File: config.mk
export PLATFORM = sky130hd
export DESIGN_NAME = key_value_header_parser_top_flat
export DESIGN_NICKNAME = d
export VERILOG_FILES = /design/src/rtl/core/kvhp_pkg.sv /design/src/rtl/core/kvhp_if.sv /design/src/rtl/core/key_value_header_parser_top.sv /design/src/rtl/core/kvhp_parse.sv /design/src/rtl/core/kvhp_res_queue.sv /design/src/flat_wrapper.sv
export SDC_FILE = /design/constraint.sdc
export NUM_CORES = 1
export LEC_CHECK = 0
export BUFFER_PORTS_ARGS = -buffer_cell sky130_fd_sc_hd__buf_2
export CAP_MARGIN = 30
export CORE_ASPECT_RATIO = 0.8
export CORE_MARGIN = 4
export CORE_UTILIZATION = 45
export CTS_CLUSTER_DIAMETER = 150
export DETAILED_ROUTE_END_ITERATION = 16
export PLACE_DENSITY = 0.67
export SKIP_LAST_GASP = 1
export SLEW_MARGIN = 10
export SYNTH_ARGS = -nofsm -noshare
export SYNTH_HDL_FRONTEND = slang
export SYNTH_SLANG_ARGS = --single-unit
File: constraint.sdc
create_clock -name clk -period 13.3 [get_ports clk]
set_input_delay 3.99 -clock clk [delete_from_list [all_inputs] [get_ports clk]]
set_output_delay 3.99 -clock clk [all_outputs]
set_load 0.01 [all_outputs]
File: src/rtl/core/kvhp_pkg.sv
`timescale 1ns / 1ps
// ----------------------------------------------------------------------------
// kvhp_pkg
// Types, character codes and helper functions shared by the key/value header
// parser: token state, result records and the per-character update logic.
// ----------------------------------------------------------------------------
package kvhp_pkg;

  // Parser phase
  typedef enum logic [2:0] {
    PH_KEY,
    PH_KEY_IGN,
    PH_VAL,
    PH_VAL_IGN,
    PH_DATA
  } phase_t;

  // Result kind codes
  typedef enum logic [1:0] {
    KIND_KEY_VALUE,
    KIND_PAYLOAD,
    KIND_OK_END,
    KIND_ERROR_END
  } kind_t;

  // Character codes
  localparam logic [7:0] CH_EQUAL = 8'h3D;  // '='
  localparam logic [7:0] CH_SEMI  = 8'h3B;  // ';'
  localparam logic [7:0] CH_COMMA = 8'h2C;  // ','
  localparam logic [7:0] CH_MINUS = 8'h2D;  // '-'
  localparam logic [7:0] CH_PLUS  = 8'h2B;  // '+'
  localparam logic [7:0] CH_SLASH = 8'h2F;  // '/'
  localparam logic [7:0] CH_LF    = 8'h0A;
  localparam logic [7:0] CH_CR    = 8'h0D;
  localparam logic [7:0] CH_SPACE = 8'h20;
  localparam logic [7:0] CH_LOW_A = 8'h61;  // 'a'
  localparam logic [7:0] CH_UP_A  = 8'h41;  // 'A'
  localparam logic [7:0] CH_ZERO  = 8'h30;  // '0'
  localparam logic [7:0] KEY_SIGNED_Z = 8'h7A;  // 'z'
  localparam logic [7:0] KEY_SIGNED_H = 8'h48;  // 'H'
  localparam logic [7:0] KEY_SIGNED_V = 8'h56;  // 'V'

  // Token limits and number ranges
  localparam logic [3:0]  TOKEN_MAX           = 4'd11;
  localparam logic [3:0]  UNSIGNED_DIGITS_MAX = 4'd10;
  localparam logic [36:0] SIGNED_LIMIT        = 37'd2147483648;
  localparam logic [36:0] UNSIGNED_LIMIT      = 37'd4294967295;
  localparam logic [32:0] SIGNED_POS_MAX      = 33'd2147483647;

  // Base64 alphabet offsets
  localparam logic [5:0] SEXTET_UPPER_BASE = 6'd0;
  localparam logic [5:0] SEXTET_LOWER_BASE = 6'd26;
  localparam logic [5:0] SEXTET_DIGIT_BASE = 6'd52;
  localparam logic [5:0] SEXTET_PLUS       = 6'd62;
  localparam logic [5:0] SEXTET_SLASH      = 6'd63;
  localparam logic [5:0] KEY_UPPER_BASE    = 6'd26;

  // Depth of the result queue
  localparam int RESULT_QUEUE_DEPTH = 4;

  // Current token of the key/value section
  typedef struct packed {
    logic [3:0]  len;
    logic [7:0]  first_char;
    logic [32:0] mag;
    logic        neg;
    logic        bad;
  } token_t;

  localparam token_t TOKEN_CLEAR = '0;

  // One result record
  typedef struct packed {
    logic [1:0]  kind;
    logic [5:0]  key_index;
    logic [31:0] key_value;
    logic [7:0]  payload_byte;
    logic        last_result;
  } result_t;

  // Outcome of closing a value
  typedef struct packed {
    logic    ok;
    logic    emit;
    result_t res;
  } finish_t;

  // Results of one parsed byte, handed to the result queue
  typedef struct packed {
    logic [1:0] n;
    result_t    res0;
    result_t    res1;
  } push_t;

  function automatic logic is_digit(logic [7:0] c);
    return c inside {[8'h30:8'h39]};
  endfunction

  function automatic logic key_signed(logic [7:0] k);
    return (k == KEY_SIGNED_Z) || (k == KEY_SIGNED_H) || (k == KEY_SIGNED_V);
  endfunction

  // Append one character to a value token
  function automatic token_t add_value_char(token_t t, logic [7:0] c, logic sgn);
    token_t      n;
    logic [36:0] prod;
    n    = t;
    prod = ({4'd0, t.mag} << 3) + ({4'd0, t.mag} << 1) + {33'd0, c[3:0]};
    if (t.len == 4'd0) begin
      n.first_char = c;
    end
    if ((t.len == 4'd0) && sgn && (c == CH_MINUS)) begin
      n.neg = 1'b1;
    end else if (!is_digit(c)) begin
      n.bad = 1'b1;
    end else if (!t.bad) begin
      n.mag = prod[32:0];
      if (prod > (sgn ? SIGNED_LIMIT : UNSIGNED_LIMIT)) begin
        n.bad = 1'b1;
      end
    end
    n.len = t.len + 4'd1;
    return n;
  endfunction

  // Close a value: check it and build its key/value result
  function automatic finish_t finish_value(token_t t, logic [7:0] key);
    finish_t     f;
    logic [31:0] v;
    f    = '0;
    v    = '0;
    f.ok = 1'b1;
    if ((t.len == 4'd1) && !is_digit(t.first_char)) begin
      v = {24'd0, t.first_char};
    end else if ((t.len == 4'd0) || t.bad) begin
      f.ok = 1'b0;
    end else if (key_signed(key)) begin
      if (t.neg) begin
        v = 32'd0 - t.mag[31:0];
      end else if (t.mag > SIGNED_POS_MAX) begin
        f.ok = 1'b0;
      end else begin
        v = t.mag[31:0];
      end
    end else if (t.len > UNSIGNED_DIGITS_MAX) begin
      f.ok = 1'b0;
    end else begin
      v = t.mag[31:0];
    end
    f.res.kind      = KIND_KEY_VALUE;
    f.res.key_value = v;
    if (key inside {[8'h61:8'h7A]}) begin
      f.emit          = f.ok;
      f.res.key_index = 6'(key - CH_LOW_A);
    end else if (key inside {[8'h41:8'h5A]}) begin
      f.emit          = f.ok;
      f.res.key_index = 6'(key - CH_UP_A) + KEY_UPPER_BASE;
    end
    return f;
  endfunction

  // Base64 character to sextet; bit 6 marks a valid character
  function automatic logic [6:0] sextet_of(logic [7:0] c);
    logic [6:0] s;
    s = '0;
    if (c inside {[8'h41:8'h5A]}) begin
      s = {1'b1, 6'(c - CH_UP_A) + SEXTET_UPPER_BASE};
    end else if (c inside {[8'h61:8'h7A]}) begin
      s = {1'b1, 6'(c - CH_LOW_A) + SEXTET_LOWER_BASE};
    end else if (c inside {[8'h30:8'h39]}) begin
      s = {1'b1, 6'(c - CH_ZERO) + SEXTET_DIGIT_BASE};
    end else if (c == CH_PLUS) begin
      s = {1'b1, SEXTET_PLUS};
    end else if (c == CH_SLASH) begin
      s = {1'b1, SEXTET_SLASH};
    end
    return s;
  endfunction

endpackage

File: src/rtl/core/kvhp_if.sv
`timescale 1ns / 1ps
// ----------------------------------------------------------------------------
// kvhp_cmd_if / kvhp_res_if
// Valid/ready channels of the parser: command bytes in, result records out.
// ----------------------------------------------------------------------------
interface kvhp_cmd_if;
  logic       valid;
  logic       ready;
  logic [7:0] in_byte;
  logic       final_byte;

  modport source (output valid, in_byte, final_byte, input ready);
  modport sink   (input valid, in_byte, final_byte, output ready);
endinterface

interface kvhp_res_if;
  logic        valid;
  logic        ready;
  logic [1:0]  kind;
  logic [5:0]  key_index;
  logic [31:0] key_value;
  logic [7:0]  payload_byte;
  logic        last_result;

  modport source (output valid, kind, key_index, key_value, payload_byte, last_result,
                  input ready);
  modport sink   (input valid, kind, key_index, key_value, payload_byte, last_result,
                  output ready);
endinterface

File: src/rtl/core/key_value_header_parser_top.sv
`timescale 1ns / 1ps
// ----------------------------------------------------------------------------
// key_value_header_parser_top
// Flow: a byte accepted into the input register is parsed once the queue has
//   room; its results enter the result queue at the edge that parses it.
// Throughput: one byte per cycle while res takes one result per cycle; a
//   byte yields up to two results, so the result queue sets the sustained rate.
// Reset: synchronous; parser returns to the key phase, queue and input
//   register empty. Each final byte also returns the parser to that state.
// ----------------------------------------------------------------------------
module key_value_header_parser_top #(
  parameter int QUEUE_DEPTH = kvhp_pkg::RESULT_QUEUE_DEPTH
) (
  input  logic       clk,
  input  logic       rst,
  kvhp_cmd_if.sink   cmd,
  kvhp_res_if.source res
);
  import kvhp_pkg::*;

  logic       stage_v;
  logic [7:0] stage_byte;
  logic       stage_fin;
  logic       room;
  logic       fire;
  push_t      push;

  // Input register: refills in the cycle it is parsed
  assign fire      = stage_v && room;
  assign cmd.ready = !stage_v || fire;

  always_ff @(posedge clk) begin
    if (rst) begin
      stage_v <= 1'b0;
    end else begin
      stage_v <= (cmd.valid && cmd.ready) || (stage_v && !fire);
    end
  end

  always_ff @(posedge clk) begin
    if (cmd.valid && cmd.ready) begin
      stage_byte <= cmd.in_byte;
      stage_fin  <= cmd.final_byte;
    end
  end

  kvhp_parse u_parse (
    .clk        (clk),
    .rst        (rst),
    .fire       (fire),
    .in_byte    (stage_byte),
    .final_byte (stage_fin),
    .push       (push)
  );

  kvhp_res_queue #(
    .DEPTH (QUEUE_DEPTH)
  ) u_queue (
    .clk  (clk),
    .rst  (rst),
    .push (push),
    .room (room),
    .res  (res)
  );

endmodule

File: src/rtl/core/kvhp_parse.sv
`timescale 1ns / 1ps
// ----------------------------------------------------------------------------
// kvhp_parse
// Parser state and combinational byte update. Each fired byte yields up to two
// results: a key value or payload byte, and the end record of a command.
// ----------------------------------------------------------------------------
module kvhp_parse (
  input  logic            clk,
  input  logic            rst,
  input  logic            fire,
  input  logic [7:0]      in_byte,
  input  logic            final_byte,
  output kvhp_pkg::push_t push
);
  import kvhp_pkg::*;

  phase_t      phase, phase_next, phase_step;
  token_t      tok, tok_next, tok_step;
  logic [7:0]  key_code, key_code_next, key_code_step;
  logic        failed, failed_next, failed_step;
  logic [11:0] sextet_bits, sextet_bits_next, sextet_bits_step;
  logic [3:0]  bit_count, bit_count_next, bit_count_step;

  finish_t     fin_cur;
  finish_t     fin_end;
  logic [6:0]  sx;
  logic [11:0] bits_cat;
  logic [3:0]  cnt6;
  result_t     r_first;
  logic        r_first_v;
  result_t     r_end;
  logic        end_fail;

  // Byte update, then command end handling
  always_comb begin
    phase_step       = phase;
    tok_step         = tok;
    key_code_step    = key_code;
    failed_step      = failed;
    sextet_bits_step = sextet_bits;
    bit_count_step   = bit_count;
    r_first          = '0;
    r_first_v        = 1'b0;
    fin_cur          = finish_value(tok, key_code);
    sx               = sextet_of(in_byte);
    bits_cat         = {sextet_bits[5:0], sx[5:0]};
    cnt6             = bit_count + 4'd6;

    if (!failed) begin
      case (phase)
        PH_KEY: begin
          if (in_byte == CH_EQUAL) begin
            if (tok.len == 4'd1) begin
              key_code_step = tok.first_char;
              phase_step    = PH_VAL;
            end else begin
              phase_step = PH_VAL_IGN;
            end
            tok_step = TOKEN_CLEAR;
          end else if (in_byte == CH_SEMI) begin
            phase_step = PH_DATA;
          end else if (tok.len < TOKEN_MAX) begin
            if (tok.len == 4'd0) begin
              tok_step.first_char = in_byte;
            end
            tok_step.len = tok.len + 4'd1;
          end else begin
            phase_step = PH_KEY_IGN;
            tok_step   = TOKEN_CLEAR;
          end
        end
        PH_KEY_IGN: begin
          if (in_byte == CH_EQUAL) begin
            phase_step = PH_VAL_IGN;
          end else if (in_byte == CH_SEMI) begin
            phase_step = PH_DATA;
          end
        end
        PH_VAL: begin
          if ((in_byte == CH_COMMA) || (in_byte == CH_SEMI)) begin
            if (!fin_cur.ok) begin
              failed_step = 1'b1;
            end else begin
              r_first    = fin_cur.res;
              r_first_v  = fin_cur.emit;
              tok_step   = TOKEN_CLEAR;
              phase_step = (in_byte == CH_SEMI) ? PH_DATA : PH_KEY;
            end
          end else if (tok.len < TOKEN_MAX) begin
            tok_step = add_value_char(tok, in_byte, key_signed(key_code));
          end else begin
            phase_step = PH_VAL_IGN;
            tok_step   = TOKEN_CLEAR;
          end
        end
        PH_VAL_IGN: begin
          if (in_byte == CH_COMMA) begin
            phase_step = PH_KEY_IGN;
          end else if (in_byte == CH_SEMI) begin
            phase_step = PH_DATA;
          end
        end
        default: begin
          // Base64 payload; filler and whitespace are dropped
          if (!(in_byte inside {CH_EQUAL, CH_LF, CH_CR, CH_SPACE})) begin
            if (!sx[6]) begin
              failed_step = 1'b1;
            end else begin
              sextet_bits_step = bits_cat;
              bit_count_step   = cnt6;
              if (cnt6 >= 4'd8) begin
                bit_count_step       = cnt6 - 4'd8;
                r_first              = '0;
                r_first.kind         = KIND_PAYLOAD;
                r_first.payload_byte = 8'(bits_cat >> bit_count_step);
                r_first_v            = 1'b1;
              end
            end
          end
        end
      endcase
    end

    // Command end: close an open value and report ok or error
    fin_end  = finish_value(tok_step, key_code_step);
    end_fail = failed_step;
    if (!failed_step) begin
      if ((phase_step == PH_KEY) || (phase_step == PH_KEY_IGN)) begin
        end_fail = 1'b1;
      end else if (phase_step == PH_VAL) begin
        if (!fin_end.ok) begin
          end_fail = 1'b1;
        end else if (final_byte && fin_end.emit) begin
          r_first   = fin_end.res;
          r_first_v = 1'b1;
        end
      end
    end
    r_end      = '0;
    r_end.kind = end_fail ? KIND_ERROR_END : KIND_OK_END;

    // Results of this byte
    push = '0;
    if (fire) begin
      if (r_first_v) begin
        push.res0 = r_first;
        if (final_byte) begin
          push.n                = 2'd2;
          push.res1             = r_end;
          push.res1.last_result = 1'b1;
        end else begin
          push.n                = 2'd1;
          push.res0.last_result = 1'b1;
        end
      end else if (final_byte) begin
        push.n                = 2'd1;
        push.res0             = r_end;
        push.res0.last_result = 1'b1;
      end
    end

    // Next state; the final byte returns to reset state
    if (final_byte) begin
      phase_next       = PH_KEY;
      tok_next         = TOKEN_CLEAR;
      key_code_next    = '0;
      failed_next      = 1'b0;
      sextet_bits_next = '0;
      bit_count_next   = '0;
    end else begin
      phase_next       = phase_step;
      tok_next         = tok_step;
      key_code_next    = key_code_step;
      failed_next      = failed_step;
      sextet_bits_next = sextet_bits_step;
      bit_count_next   = bit_count_step;
    end
  end

  // State registers
  always_ff @(posedge clk) begin
    if (rst) begin
      phase       <= PH_KEY;
      tok         <= TOKEN_CLEAR;
      key_code    <= '0;
      failed      <= 1'b0;
      sextet_bits <= '0;
      bit_count   <= '0;
    end else if (fire) begin
      phase       <= phase_next;
      tok         <= tok_next;
      key_code    <= key_code_next;
      failed      <= failed_next;
      sextet_bits <= sextet_bits_next;
      bit_count   <= bit_count_next;
    end
  end

  // Checks
  a_end_resets: assert property (@(posedge clk) disable iff (rst)
    fire && final_byte |=> (phase == PH_KEY) && !failed && (bit_count == 4'd0))
    else $error("parser state not cleared after command end");

  a_end_always_reported: assert property (@(posedge clk) disable iff (rst)
    fire && final_byte |-> (push.n != 2'd0))
    else $error("final byte produced no end record");

  a_pair_ends_command: assert property (@(posedge clk) disable iff (rst)
    push.n == 2'd2 |-> ((push.res1.kind == KIND_OK_END) || (push.res1.kind == KIND_ERROR_END))
                       && push.res1.last_result && !push.res0.last_result)
    else $error("second result of a byte is not the command end");

endmodule

File: src/rtl/core/kvhp_res_queue.sv
`timescale 1ns / 1ps
// ----------------------------------------------------------------------------
// kvhp_res_queue
// Shifting result queue: takes up to two records per cycle, presents the
// oldest at entry zero and drops it on each output transfer.
// ----------------------------------------------------------------------------
module kvhp_res_queue #(
  parameter int DEPTH = kvhp_pkg::RESULT_QUEUE_DEPTH
) (
  input  logic            clk,
  input  logic            rst,
  input  kvhp_pkg::push_t push,
  output logic            room,
  kvhp_res_if.source      res
);
  import kvhp_pkg::*;

  localparam int CW = $clog2(DEPTH + 1);

  result_t        q      [DEPTH];
  result_t        q_next [DEPTH];
  logic [CW-1:0]  count, count_next;
  logic [CW-1:0]  base;
  logic           pop;

  assign pop  = res.valid && res.ready;
  assign base = count - CW'(pop);
  assign room = base <= CW'(DEPTH - 2);

  // Shift on pop, then write new records behind the kept ones
  always_comb begin
    for (int i = 0; i < DEPTH; i++) begin
      q_next[i] = (pop && (i < DEPTH - 1)) ? q[(i < DEPTH - 1) ? i + 1 : i] : q[i];
      if ((push.n != 2'd0) && (CW'(i) == base)) begin
        q_next[i] = push.res0;
      end
      if ((push.n == 2'd2) && (CW'(i) == base + CW'(1))) begin
        q_next[i] = push.res1;
      end
    end
    count_next = base + CW'(push.n);
  end

  always_ff @(posedge clk) begin
    if (rst) begin
      count <= '0;
    end else begin
      count <= count_next;
    end
  end

  always_ff @(posedge clk) begin
    for (int i = 0; i < DEPTH; i++) begin
      q[i] <= q_next[i];
    end
  end

  // Output channel
  assign res.valid        = count != '0;
  assign res.kind         = q[0].kind;
  assign res.key_index    = q[0].key_index;
  assign res.key_value    = q[0].key_value;
  assign res.payload_byte = q[0].payload_byte;
  assign res.last_result  = q[0].last_result;

  // Checks
  a_count_bound: assert property (@(posedge clk) disable iff (rst)
    count <= CW'(DEPTH))
    else $error("result queue overfilled");

  a_push_has_room: assert property (@(posedge clk) disable iff (rst)
    push.n != 2'd0 |-> room)
    else $error("records pushed without room");

  a_hold_while_stalled: assert property (@(posedge clk) disable iff (rst)
    res.valid && !res.ready |=> res.valid && $stable(q[0]))
    else $error("head result changed while stalled");

endmodule

File: src/flat_wrapper.sv
// flat-port wrapper written by rule: the top's interface ports become plain ports
module key_value_header_parser_top_flat import kvhp_pkg::*;
#(
  parameter int QUEUE_DEPTH = kvhp_pkg::RESULT_QUEUE_DEPTH
)
  (clk, rst, cmd_valid, cmd_in_byte, cmd_final_byte, cmd_ready, res_valid, res_kind, res_key_index, res_key_value, res_payload_byte, res_last_result, res_ready);
  kvhp_cmd_if cmd_i ();
  kvhp_res_if res_i ();
  input  logic clk;
  input  logic rst;
  input wire logic [$bits(cmd_i.valid)-1:0] cmd_valid;
  input wire logic [$bits(cmd_i.in_byte)-1:0] cmd_in_byte;
  input wire logic [$bits(cmd_i.final_byte)-1:0] cmd_final_byte;
  output wire logic [$bits(cmd_i.ready)-1:0] cmd_ready;
  output wire logic [$bits(res_i.valid)-1:0] res_valid;
  output wire logic [$bits(res_i.kind)-1:0] res_kind;
  output wire logic [$bits(res_i.key_index)-1:0] res_key_index;
  output wire logic [$bits(res_i.key_value)-1:0] res_key_value;
  output wire logic [$bits(res_i.payload_byte)-1:0] res_payload_byte;
  output wire logic [$bits(res_i.last_result)-1:0] res_last_result;
  input wire logic [$bits(res_i.ready)-1:0] res_ready;
  assign cmd_i.valid = cmd_valid;
  assign cmd_i.in_byte = cmd_in_byte;
  assign cmd_i.final_byte = cmd_final_byte;
  assign cmd_ready = cmd_i.ready;
  assign res_valid = res_i.valid;
  assign res_kind = res_i.kind;
  assign res_key_index = res_i.key_index;
  assign res_key_value = res_i.key_value;
  assign res_payload_byte = res_i.payload_byte;
  assign res_last_result = res_i.last_result;
  assign res_i.ready = res_ready;
  key_value_header_parser_top #(.QUEUE_DEPTH(QUEUE_DEPTH)) u_core (.clk(clk), .rst(rst), .cmd(cmd_i), .res(res_i));
endmodule
==> summary by stage <==
Outcome
The run finished with clean final reports.

Finish
0 antenna diodes ended up in the layout. Across the whole layout, storage elements account for ~5800 µm². The layout cell share with drive strength beyond 1 is 0.0832. Measured on the finished design, the core utilization comes to 0.495.

The layout filler cell count is 4431. Compared with the post-synthesis result, the final layout area differs by 8.15%. The count of nets after finishing is around 2.8k. In the final layout, the multi-input gates occupy ~14000 µm².

Routing
The routed layout has 21.2k vias. The post-route DRC violation count is 0. The first detailed-routing pass took 6 iterations. The detailed-route wire length per cell is between 20 and 25 µm. The via-per-instance ratio is ~6.4.

The count of routing violations after the opening detailed-route iteration is roughly 2.7k. The routed design has roughly 70000 µm of wire. Once detail routing completed, the nets flagged for antenna violations numbered 0.

Floorplanning
During I/O placement, the number of pins put on the boundary was 64. The floorplan has a little under 70 rows. The floorplan die width is 246 µm. The core region is around 45000 µm². The die covers ~49000 µm².

The initial utilization of the core area, before any placement, comes to 0.458. The die extent in y is 199 µm.

Power
For this design the static power due to leakage is between 0.009 and 0.01 µW. IR analysis of the VDD net gives a maximum drop of roughly 0.12 mV. The power density over the cells is between 100 and 150 nW/µm².

STA
The final count of pins violating max slew is 0. Timing would allow up to about 97 MHz. The setup-violating endpoint count in the final report is 0. For the pin with the worst max-slew slack, the measured transition is 1.00 ns. Dividing the final minimum period by the clock period gives 0.776. The clock tree skew after final layout is around 0.023 ns. The worst pin sits at a relative slew slack of 0.328.

The final critical-path required period is a little over 10 ns. The number of hold violations in the final report is 0. Setup repair after global routing left no endpoint under its margin.

The accumulated negative setup slack is 0 ns. The post-layout worst setup margin is about 3.0 ns.

Worst setup path
The classification of the worst setup path is in -> out. The largest fanout on the critical path is 41. The worst register-to-register path begins at u_core.stage_byte[3]. STA classifies the critical path endpoint as an output pin. The data arrival time of the critical path is between 6 and 7 ns.

STA puts the critical path data required time at slightly above 9 ns. The startpoint type of the worst setup path is an input pin. The most critical setup path has its startpoint at res_ready.

Clock network
The maximum clock path buffer count is 3. TritonCTS built the clock tree. The clock transition at the registers of the reported paths is 0.07 ns. At the later pin of the worst-skew pair, clock insertion delay measures 0.57 ns.

After clock tree synthesis, the setup repair step added 0 buffers. The root buffer cell is clkbuf_16. The number of clock buffers added by TritonCTS is 28.

For this design, the CTS-stage hold fixing added 0 buffers. The CTS H-tree depth is 1. The total clock sinks is 277.

The number of gates resized after CTS was 0.

Synthesis
Counting every net in the synthesized netlist gives around 2.9k. By count the netlist is led by nand2_1 (428), dfxtp_1 (256), nor2_1 (244). The share of the Yosys chip area taken by registers is 0.282. The most common cell in the synthesized netlist is nand2_1.

Yosys printed 0 warnings. For this run, asynchronously set or reset flops after synthesis account for 0. The number of distinct library cell variants in the gate-level netlist after synthesis is between 100 and 150.

The number of enable flip-flop cells after synthesis is 21. The post-synthesis instance total is 2718. In this run, synthesis produced a sequential element count of around 280. Of all cell types, the one taking the most synthesized area is dfxtp_1. Of the post-synthesis cell area, the dominant cell type holds 0.251. Sorting the synthesized cells by area gives the leading types as dfxtp_1 (25%), ha_1 (7.9%), nand2_1 (7.9%). After synthesis the cells add up to approximately 20000 µm². The prevailing post-synth register cell is dfxtp_1. A synthesized cell averages 7.52 µm².

Min path
The worst hold path belongs to the class reg -> reg. The worst hold path begins at u_core.u_queue.q[3][28].

Placed design
The HPWL after detailed placement is around 52000 µm. The congestion estimate from routability-driven global placement came to around 1. Timing analysis after detailed placement gives a worst setup slack of between 3 and 4 ns.

The number of buffers inserted by port buffering is 63.

Global route
The number of antenna violations at the first check in global routing came to 1. The first global-routing pass estimated about 110000 µm of wire. The via count of the first global-routing pass came to 19.4k. Entering global routing, the biggest net connects 83 pins. The residual overflow from global routing is 0. In the global route stage, overall resource usage came out at 0.277.

Flow run
Across the run, the number of max-cap violations was 0.
[final timing paths]
path / slack (ns) / cells after the start / end
hold / removal: 0.45 / 2 / u_core.u_queue.q[3][28]
setup / recovery: 2.98 / 8 / cmd_ready
setup reg to reg: 3.87 / 28 / u_core.u_queue.q[3][29]
hold reg to reg: 0.45 / 2 / u_core.u_queue.q[3][28]
[stage by stage]
step	total power [µW]	std cells	area (µm²)	hold slack, ns
detailed placement	1780	3231	21100	0.443
global route	2760	3284	22100	0.472
global placement	1760	3227	21000	0.432
floorplan	1560	2718	20400	0.424
finish	2640	3284	22100	0.453
CTS	2630	3280	22000	0.451
[sequential cells by signal, summed over array words and instances, names as in the netlist]
| register | flops |
|---|---|
| u_core.u_parse.tok | 47 |
| u_core.u_parse.bit_count | 3 |
| u_core.stage_byte | 8 |
| u_core.u_parse.phase | 3 |
| u_core.stage_fin | 1 |
| u_core.u_parse.key_code | 8 |
| u_core.u_queue.q | 196 |
| u_core.stage_v | 1 |
| u_core.u_parse.sextet_bits | 6 |
| u_core.u_queue.count | 3 |
| u_core.u_parse.failed | 1 |
[critical path: stages]
cell and delay, ns:
buf_2 0.11, nand2_4 0.33, clkinv_2 0.42, ha_1 0.33, ha_1 0.39, nor2_1 0.11
o21ai_0 0.41, buf_2 0.22
[report_power, final]
| group | switching, µW | internal, µW | total (µW) | leakage (µW) |
|---|---|---|---|---|
| logic | 480 | 266 | 746 | 0.00635 |
| registers | 75.4 | 968 | 1040 | 0.00228 |
| clock network | 356 | 490 | 846 | 0.000474 |
| total | 911 | 1720 | 2640 | 0.00910 |
[layer usage]
metal / up-vias / global-route usage / wire length, µm
li1: 9932 / - / -
met1: 10100 / 0.412 / 32000
met2: 1085 / 0.427 / 30400
met3: 105 / 0.0445 / 7010
met4: 2 / 0.0540 / 1300
met5: - / 0 / 37
[cells by family after synthesis]
group,synth area share
XOR/XNOR,0.0172
adder cells (fa/ha/maj),0.0820
multiplexers,0.0365
AO/OA/AOI/OAI,0.298
AND/OR/NAND/NOR,0.236
buffers and inverters,0.0488
flip-flops,0.282
[layout make-up]
| type | count | share of cell area |
|---|---|---|
| Clock inverter | 9 | 0.00606 |
| Timing Repair Buffer | 104 | 0.0307 |
| Tap cell | 603 | 0.0342 |
| Multi-Input combinational cell | 2189 | 0.621 |
| Clock buffer | 40 | 0.0374 |
| Inverter | 62 | 0.0106 |
| Sequential cell | 277 | 0.261 |
[cells in the final DEF (no fill, tap or decap), types with 23 or more instances in the layout]
| cell | instances |
|---|---|
| a211oi_1 | 47 |
| o22ai_1 | 47 |
| a31oi_1 | 41 |
| a21oi_1 | 232 |
| buf_2 | 65 |
| clkbuf_16 | 29 |
| a21o_1 | 35 |
| a22o_1 | 28 |
| nand2_1 | 425 |
| nor2_1 | 243 |
| nand3_1 | 66 |
| mux2i_1 | 58 |
| o21ai_0 | 172 |
| nor3_1 | 38 |
| inv_1 | 58 |
| nand4_1 | 33 |
| xnor2_1 | 26 |
| or3_1 | 31 |
| and3_1 | 40 |
| o211ai_1 | 23 |
| and2_1 | 29 |
| a22oi_1 | 69 |
| dfxtp_1 | 256 |
| ha_1 | 129 |
| buf_4 | 35 |
Note: power is estimated with default switching activity, not from simulation.
